$ cat config.mk
export PLATFORM = sky130hd
export DESIGN_NAME = weighted_harmonic_mean
export DESIGN_NICKNAME = d
export VERILOG_FILES = /design/src/hw/rtl/whm_pkg.sv /design/src/hw/rtl/whm_div.sv /design/src/hw/rtl/weighted_harmonic_mean.sv
export SDC_FILE = /design/constraint.sdc
export NUM_CORES = 1
export LEC_CHECK = 0
export ABC_AREA = 1
export BUFFER_PORTS_ARGS = -buffer_cell sky130_fd_sc_hd__buf_2
export CAP_MARGIN = 30
export CORE_MARGIN = 2
export CORE_UTILIZATION = 50
export CTS_BUF_LIST = sky130_fd_sc_hd__clkbuf_16
export DETAILED_ROUTE_END_ITERATION = 8
export PLACE_DENSITY = 0.69
export SLEW_MARGIN = 20
export SYNTH_ARGS = -nofsm -noshare
export SYNTH_HDL_FRONTEND = slang
export SYNTH_HIERARCHICAL = 1
export SYNTH_SLANG_ARGS = --single-unit
$ cat constraint.sdc
create_clock -name clk -period 13.7 [get_ports clk]
set_clock_uncertainty 0.15 [all_clocks]
set_input_delay 0.685 -clock clk [delete_from_list [all_inputs] [get_ports clk]]
set_output_delay 0.685 -clock clk [all_outputs]
set_load 0.01 [all_outputs]
$ cat src/hw/rtl/whm_pkg.sv
// Shared widths, payload structs, status codes and divider request type for the harmonic mean block.
package whm_pkg;

  localparam int VAL_W     = 16;
  localparam int WGT_W     = 16;
  localparam int MEAN_W    = 16;
  localparam int FRAC_SH   = 24;
  localparam int MAX_ITEMS = 1024;

  localparam int Q_W    = VAL_W + FRAC_SH;
  localparam int WT_W   = WGT_W + $clog2(MAX_ITEMS);
  localparam int RT_W   = Q_W + $clog2(MAX_ITEMS);
  localparam int STEP_W = $clog2(RT_W + 1);
  localparam int OVF_SH = FRAC_SH - MEAN_W;

  typedef enum logic [1:0] {
    ST_OK        = 2'd0,
    ST_ZERO_VAL  = 2'd1,
    ST_ZERO_RECIP = 2'd2,
    ST_SATURATED = 2'd3
  } status_t;

  typedef struct packed {
    logic [VAL_W-1:0] value;
    logic [WGT_W-1:0] weight;
    logic             last_item;
  } whm_in_t;

  typedef struct packed {
    logic [MEAN_W-1:0] mean;
    status_t           status;
  } whm_out_t;

  typedef struct packed {
    logic              start;
    logic [STEP_W-1:0] steps;
    logic [RT_W-1:0]   rem_init;
    logic [RT_W-1:0]   dividend;
    logic [RT_W-1:0]   divisor;
  } div_req_t;

endpackage

$ cat src/hw/rtl/whm_div.sv
// Radix-2 restoring divider: one quotient bit per cycle, shared by both divisions.
module whm_div (
  input  logic                    clk,
  input  logic                    rst_n,
  input  whm_pkg::div_req_t       req_i,
  output logic                    done_o,
  output logic [whm_pkg::Q_W-1:0] quot_o
);

  logic                       busy_r, busy_nxt;
  logic                       done_r, done_nxt;
  logic [whm_pkg::STEP_W-1:0] cnt_r, cnt_nxt;
  logic [whm_pkg::RT_W-1:0]   rem_r, rem_nxt;
  logic [whm_pkg::RT_W-1:0]   dvd_r, dvd_nxt;
  logic [whm_pkg::RT_W-1:0]   dsr_r, dsr_nxt;
  logic [whm_pkg::Q_W-1:0]    quot_r, quot_nxt;

  logic [whm_pkg::RT_W:0]     trial;
  logic [whm_pkg::RT_W+1:0]   diff;
  logic                       ge;

  // Shift in the next dividend bit and try a subtract.
  assign trial = {rem_r, dvd_r[whm_pkg::RT_W-1]};
  assign diff  = {1'b0, trial} - {2'b00, dsr_r};
  assign ge    = ~diff[whm_pkg::RT_W+1];

  always_comb begin
    busy_nxt = busy_r;
    done_nxt = 1'b0;
    cnt_nxt  = cnt_r;
    rem_nxt  = rem_r;
    dvd_nxt  = dvd_r;
    dsr_nxt  = dsr_r;
    quot_nxt = quot_r;
    if (req_i.start) begin
      busy_nxt = 1'b1;
      cnt_nxt  = req_i.steps;
      rem_nxt  = req_i.rem_init;
      dvd_nxt  = req_i.dividend;
      dsr_nxt  = req_i.divisor;
      quot_nxt = '0;
    end else if (busy_r) begin
      rem_nxt  = ge ? diff[whm_pkg::RT_W-1:0] : trial[whm_pkg::RT_W-1:0];
      dvd_nxt  = {dvd_r[whm_pkg::RT_W-2:0], 1'b0};
      quot_nxt = {quot_r[whm_pkg::Q_W-2:0], ge};
      cnt_nxt  = cnt_r - 1'b1;
      if (cnt_r == whm_pkg::STEP_W'(1)) begin
        busy_nxt = 1'b0;
        done_nxt = 1'b1;
      end
    end
  end

  always_ff @(posedge clk) begin
    if (!rst_n) begin
      busy_r <= 1'b0;
      done_r <= 1'b0;
    end else begin
      busy_r <= busy_nxt;
      done_r <= done_nxt;
    end
    cnt_r  <= cnt_nxt;
    rem_r  <= rem_nxt;
    dvd_r  <= dvd_nxt;
    dsr_r  <= dsr_nxt;
    quot_r <= quot_nxt;
  end

  assign done_o = done_r;
  assign quot_o = quot_r;

endmodule

$ cat src/hw/rtl/weighted_harmonic_mean.sv
// Top level: weighted harmonic mean over a series of (value, weight) transactions.
//
// Input channel (in_valid/in_ready/in_data): one (value Q8.8, weight, last_item)
// transaction at a time. in_ready is high only while the sequencer is idle.
// Output channel (out_valid/out_ready/out_data): one (mean Q8.8, status)
// transaction per series, produced after the transaction marked last_item.
//
// Timing: for an item with a nonzero value, the accept cycle loads the shared
// radix-2 divider, which produces weight*2^24/value one quotient bit at a time;
// the quotient is then accumulated into the totals and in_ready returns. A zero
// value skips the divider. A last item adds a check state, then the divider
// computes weight_total*2^24/reciprocal_total, the quotient is captured and the
// output register is loaded; the final divide is skipped when the mean is out
// of range or the reciprocal total is zero.
// The output register decouples the two sides: the next series is accepted
// while a result waits; a second result waits until the first is taken.
// Reset (rst_n low, synchronous) clears both totals, the flags, the sequencer
// and out_valid.
module weighted_harmonic_mean (
  input  logic              clk,
  input  logic              rst_n,
  input  logic              in_valid,
  output logic              in_ready,
  input  whm_pkg::whm_in_t  in_data,
  output logic              out_valid,
  input  logic              out_ready,
  output whm_pkg::whm_out_t out_data
);

  typedef enum logic [5:0] {
    S_IDLE     = 6'b000001,
    S_ITEM_DIV = 6'b000010,
    S_CHECK    = 6'b000100,
    S_MEAN_DIV = 6'b001000,
    S_EMIT     = 6'b010000,
    S_SPARE    = 6'b100000
  } state_t;

  state_t state_r, state_nxt;

  // Series state.
  logic [whm_pkg::WT_W-1:0]   wt_r, wt_nxt;
  logic [whm_pkg::RT_W-1:0]   rt_r, rt_nxt;
  logic                       zero_r, zero_nxt;
  logic                       sat_r, sat_nxt;

  // Item and result holding.
  logic [whm_pkg::WGT_W-1:0]  wgt_r, wgt_nxt;
  logic                       last_r, last_nxt;
  whm_pkg::whm_out_t          res_r, res_nxt;

  // Output register.
  logic                       out_valid_r, out_valid_nxt;
  whm_pkg::whm_out_t          out_data_r, out_data_nxt;

  whm_pkg::div_req_t          div_req;
  logic                       div_done;
  logic [whm_pkg::Q_W-1:0]    div_quot;

  logic [whm_pkg::WT_W:0]     wt_sum;
  logic [whm_pkg::RT_W:0]     rt_sum;
  logic [whm_pkg::RT_W-1:0]   wt_scaled;
  logic                       in_acc;
  logic                       out_free;

  whm_div u_div (
    .clk    (clk),
    .rst_n  (rst_n),
    .req_i  (div_req),
    .done_o (div_done),
    .quot_o (div_quot)
  );

  assign in_ready = (state_r == S_IDLE);
  assign in_acc   = in_valid & in_ready;
  assign out_free = ~out_valid_r | out_ready;

  // Saturating totals: the carry out marks overflow.
  assign wt_sum = {1'b0, wt_r} + {{(whm_pkg::WT_W + 1 - whm_pkg::WGT_W){1'b0}}, wgt_r};
  assign rt_sum = {1'b0, rt_r} + {{(whm_pkg::RT_W + 1 - whm_pkg::Q_W){1'b0}}, div_quot};

  // weight_total * 2^8: mean >= 2^16 exactly when this reaches reciprocal_total.
  assign wt_scaled = {{(whm_pkg::RT_W - whm_pkg::WT_W - whm_pkg::OVF_SH){1'b0}}, wt_r,
                      {whm_pkg::OVF_SH{1'b0}}};

  always_comb begin
    state_nxt     = state_r;
    wt_nxt        = wt_r;
    rt_nxt        = rt_r;
    zero_nxt      = zero_r;
    sat_nxt       = sat_r;
    wgt_nxt       = wgt_r;
    last_nxt      = last_r;
    res_nxt       = res_r;
    out_valid_nxt = out_valid_r;
    out_data_nxt  = out_data_r;
    div_req       = '0;

    if (out_valid_r && out_ready) begin
      out_valid_nxt = 1'b0;
    end

    unique case (state_r)
      S_IDLE: begin
        if (in_acc) begin
          last_nxt = in_data.last_item;
          wgt_nxt  = in_data.weight;
          if (in_data.value == '0) begin
            // Skip the whole item, weight included.
            zero_nxt  = 1'b1;
            state_nxt = in_data.last_item ? S_CHECK : S_IDLE;
          end else begin
            div_req.start    = 1'b1;
            div_req.steps    = whm_pkg::STEP_W'(whm_pkg::Q_W);
            div_req.rem_init = '0;
            div_req.dividend = {in_data.weight, {whm_pkg::FRAC_SH{1'b0}},
                                {(whm_pkg::RT_W - whm_pkg::Q_W){1'b0}}};
            div_req.divisor  = {{(whm_pkg::RT_W - whm_pkg::VAL_W){1'b0}}, in_data.value};
            state_nxt        = S_ITEM_DIV;
          end
        end
      end
      S_ITEM_DIV: begin
        if (div_done) begin
          // Fold the reciprocal term and weight in, clamping at full scale.
          if (wt_sum[whm_pkg::WT_W]) begin
            wt_nxt  = '1;
            sat_nxt = 1'b1;
          end else begin
            wt_nxt = wt_sum[whm_pkg::WT_W-1:0];
          end
          if (rt_sum[whm_pkg::RT_W]) begin
            rt_nxt  = '1;
            sat_nxt = 1'b1;
          end else begin
            rt_nxt = rt_sum[whm_pkg::RT_W-1:0];
          end
          state_nxt = last_r ? S_CHECK : S_IDLE;
        end
      end
      S_CHECK: begin
        priority if (rt_r == '0) begin
          res_nxt.mean   = '0;
          res_nxt.status = whm_pkg::ST_ZERO_RECIP;
          state_nxt      = S_EMIT;
        end else if (wt_scaled >= rt_r) begin
          res_nxt.mean   = '1;
          res_nxt.status = whm_pkg::ST_SATURATED;
          state_nxt      = S_EMIT;
        end else begin
          // Top quotient bits are known zero: start from remainder wt*2^8.
          div_req.start    = 1'b1;
          div_req.steps    = whm_pkg::STEP_W'(whm_pkg::MEAN_W);
          div_req.rem_init = wt_scaled;
          div_req.dividend = '0;
          div_req.divisor  = rt_r;
          state_nxt        = S_MEAN_DIV;
        end
      end
      S_MEAN_DIV: begin
        if (div_done) begin
          res_nxt.mean = div_quot[whm_pkg::MEAN_W-1:0];
          priority if (sat_r) begin
            res_nxt.status = whm_pkg::ST_SATURATED;
          end else if (zero_r) begin
            res_nxt.status = whm_pkg::ST_ZERO_VAL;
          end else begin
            res_nxt.status = whm_pkg::ST_OK;
          end
          state_nxt = S_EMIT;
        end
      end
      S_EMIT: begin
        // Hold the result until the output register frees, then clear the series.
        if (out_free) begin
          out_valid_nxt = 1'b1;
          out_data_nxt  = res_r;
          wt_nxt        = '0;
          rt_nxt        = '0;
          zero_nxt      = 1'b0;
          sat_nxt       = 1'b0;
          state_nxt     = S_IDLE;
        end
      end
      default: begin
        state_nxt = S_IDLE;
      end
    endcase
  end

  always_ff @(posedge clk) begin
    if (!rst_n) begin
      state_r     <= S_IDLE;
      wt_r        <= '0;
      rt_r        <= '0;
      zero_r      <= 1'b0;
      sat_r       <= 1'b0;
      out_valid_r <= 1'b0;
    end else begin
      state_r     <= state_nxt;
      wt_r        <= wt_nxt;
      rt_r        <= rt_nxt;
      zero_r      <= zero_nxt;
      sat_r       <= sat_nxt;
      out_valid_r <= out_valid_nxt;
    end
    wgt_r      <= wgt_nxt;
    last_r     <= last_nxt;
    res_r      <= res_nxt;
    out_data_r <= out_data_nxt;
  end

  assign out_valid = out_valid_r;
  assign out_data  = out_data_r;

  // Divider completion only shows up while the sequencer waits for it.
  a_div_done_state: assert property (@(posedge clk) disable iff (!rst_n)
    div_done |-> (state_r == S_ITEM_DIV || state_r == S_MEAN_DIV))
    else $error("divider done outside a divide state");

  // Emitting a result clears the series totals.
  a_clear_after_emit: assert property (@(posedge clk) disable iff (!rst_n)
    (state_r == S_EMIT && out_free) |=> (wt_r == '0 && rt_r == '0 && !zero_r && !sat_r))
    else $error("series state not cleared after emit");

  // A zero reciprocal total always reports a zero mean.
  a_zero_recip_mean: assert property (@(posedge clk) disable iff (!rst_n)
    (out_valid && out_data.status == whm_pkg::ST_ZERO_RECIP) |-> (out_data.mean == '0))
    else $error("zero reciprocal status with nonzero mean");

  // No new item is taken while the divider works.
  a_no_accept_busy: assert property (@(posedge clk) disable iff (!rst_n)
    (state_r == S_ITEM_DIV || state_r == S_MEAN_DIV) |-> !in_ready)
    else $error("input ready during divide");

endmodule

==> results.yml <==
synth:
  yosysWarnings: 6
  synth_edf_count: 209
  synth_ff_type: "edfxtp_1"
  synthDistinctLibCells: 54
  synth-seq-cells: 335
  async_reset_ff_share_pct: 0
  syn_area_um2: 24400
  ys_seq_area_share_pct: 36.0
  avgSynthCellArea_um2: 6.66
  netlist_instances: 3668
clock_network:
  path_clk_slew_ns: 0.06
  postCtsResizedCells: 0
  clock_latency_ns: 0.58
  postCtsSetupBuffers: 0
  cts_hold_buf: 0
  cts_tree: "done"
  htree_levels: 2
  numCtsBuffers: 37
  clockRootBuffer: "clkbuf_16"
  clock-sinks: 335
  clock_path_buffers: 3
setup_path:
  critPathCaptureType: "flop"
  startpoint_type: "flop"
  crit_type: "flop to flop"
  worstPathMaxFanout: 81
  critPathArrivalTime_ns: 4.32
  required_ns: 13.73
routing:
  post_drt_via_cell_ratio: 5.12
  drtIter0Drc: 1732
  routed_wl_um: 70000
  routedWlPerCell_um: 15.9
  postRouteAntennaNets: 0
  first_pass_iters: 6
  vias: 22500
  remaining_drc_errors: 0
cells_and_area:
  fin_area_um2: 26700
  area_delta_synth_final_pct: 9.05
  layout-drive-gt1-share_pct: 5.40
  fin_util_pct: 54.9
  final_nets: 3926
  n_antenna_cell: 0
outcome:
  outcome: "finished, final reports clean"
floorplanning:
  core_area_um2: 48500
  initial_utilization_pct: 50.3
  pin_count: 57
  fp.dieH_um: 225
  core.rowCount: 81
  die_w_um: 225
  dieArea_um2: 50700
sta:
  drv_slew: 0
  final.period_utilization_pct: 31.3
  rsz0062_at_grt: "no"
  tns_ns: 0
  max_slew_margin_pct: 36.6
  period_minus_slack_ns: 4.29
  setup_violations: 0
  fmax_mhz: 233
  worst_slew_pin_slew_ns: 0.949
  hold_viol_final: 0
hold_path:
  hold_class: "primary input to flop"
placed_design:
  postPlaceCellArea_um2: 25400
  dp_hpwl_um: 53900
  port_buffers: 56
  gp_congestion: 1.00
global_routing:
  antenna_found_initial: 1
  grt_max_degree: 93
  grt_pass1_vias: 20600
  grt-ovfl-total: 0
  grt_use_total_pct: 27.4
  grt_pass1_wl_um: 109000
pwr:
  power_mw: 3.95
  ir_drop_mv: 0.123
  powerDensity_nw_per_um2: 148
  leakagePower_nw: 13.3
flow_run:
  max_cap_violations: 0
[cells by family after synthesis]
family,synth area share (%)
AO/OA/AOI/OAI,7.71
XOR/XNOR,2.33
adder cells (fa/ha/maj),7.11
buffers and inverters,12.1
flip-flops,36.0
other,0.0153
AND/OR/NAND/NOR,34.7
[cell usage after synthesis, types with 2 or more instances]
master       n  area (um2)
nand2_1   1329        4990
inv_1      658        2470
nor2_1     301        1130
nand3_1    211        1060
edfxtp_1   209        6280
a21oi_1    168         841
ha_1       134        1680
dfxtp_1    126        2520
o21ai_0     55         275
clkbuf_1    46         173
o21ai_1     46         230
nand4_1     41         257
nand3b_1    39         293
o22ai_1     38         238
xor2_1      36         315
xnor2_1     29         254
nor3_1      26         130
buf_2       22         110
nand2_2     18         113
o21bai_1    16         120
nor2_2      13        81.3
nor4_1      13        81.3
inv_2       11        41.3
buf_4        8        60.1
nand3_2      8        80.1
nor2_4       8        90.1
a21oi_2      7        61.3
and2_1       7        43.8
a21o_1       5        37.5
buf_6        5        56.3
a31oi_1      3        18.8
buf_1        3        11.3
fa_1         3        60.1
o21a_1       3        22.5
or2_2        3        18.8
buf_8        2        30.0
[worst max-delay path: stages, from the launching register on]
cell and delay (ns):
dfxtp_1 0.33, nor2_1 0.18, inv_1 0.07, nor4_2 0.21
inv_1 0.15, nor2_4 0.62, nand2_2 0.44, nand2_4 0.20
buf_4 0.67, buf_4 0.74
[stage by stage]
stage / hold slack, ns / worst slack [ns] / std cells
after CTS: 0.140 / 9.41 / 4401
after global routing: 0.138 / 9.04 / 4403
final: 0.159 / 9.41 / 4403
after global placement: 0.252 / 9.50 / 4333
after floorplan: 0.250 / 6.80 / 3728
after detailed placement: 0.256 / 9.45 / 4333
[worst paths after layout]
kind,slack (ns),endpoint,startpoint,cells past startpoint
worst max register to register,9.41,u_div/dsr_r[35]$_DFFE_PP_,state_r[2]$_SDFFE_PN0P_,9
worst min register to register,0.27,out_data[15]$_DFFE_PP_,res_r[15]$_DFFE_PP_,0
worst max-delay path,9.41,u_div/dsr_r[35]$_DFFE_PP_,state_r[2]$_SDFFE_PN0P_,9
worst min-delay path,0.16,wgt_r[13]$_DFFE_PP_,in_data[14],1
[registers in the layout (all words and copies together), names as in the netlist, 5 cells and up]
| register | count |
|---|---|
| out_data | 18 |
| res_r | 18 |
| rt_r | 50 |
| state_r | 5 |
| u_div/cnt_r | 6 |
| u_div/dsr_r | 50 |
| u_div/dvd_r | 50 |
| u_div/quot_o | 40 |
| u_div/rem_r | 50 |
| wgt_r | 16 |
| wt_r | 26 |
[cell type report]
class | instances | area [um2]
clock buffers | 38 | 951
clock inverters | 30 | 246
fillers | 4951 | 21900
inverters | 671 | 2530
multi-input cells | 2636 | 12900
flip-flops and latches | 335 | 8800
well taps | 622 | 778
repair buffers | 71 | 433
[report_power, final]
part	switching, mW	internal [mW]	leakage [nW]
combinational	1.09	0.535	9.66
clock	0.424	0.566	0.615
sequential	0.0643	1.27	3.05
[metal layers]
layer	wire length [um]	global-route usage (%)	vias to the layer above
met3	3720	2.92	101
met1	32700	38.7	10200
met2	31400	43.7	634
met4	2170	9.27	0
li1	-	-	11600
met5	0	0	-
[cells in the final DEF, fill, tap and decap left out, drive strengths merged, types with 61 or more instances in the layout]
cell,netlist,routed
nand2,1348,1348
inv,670,677
nor2,322,322
nand3,220,220
edfxtp,209,209
a21oi,176,176
ha,134,134
dfxtp,126,126
o21ai,102,102
buf,40,71
conb,1,61
Power figures use the tool's default switching activity.
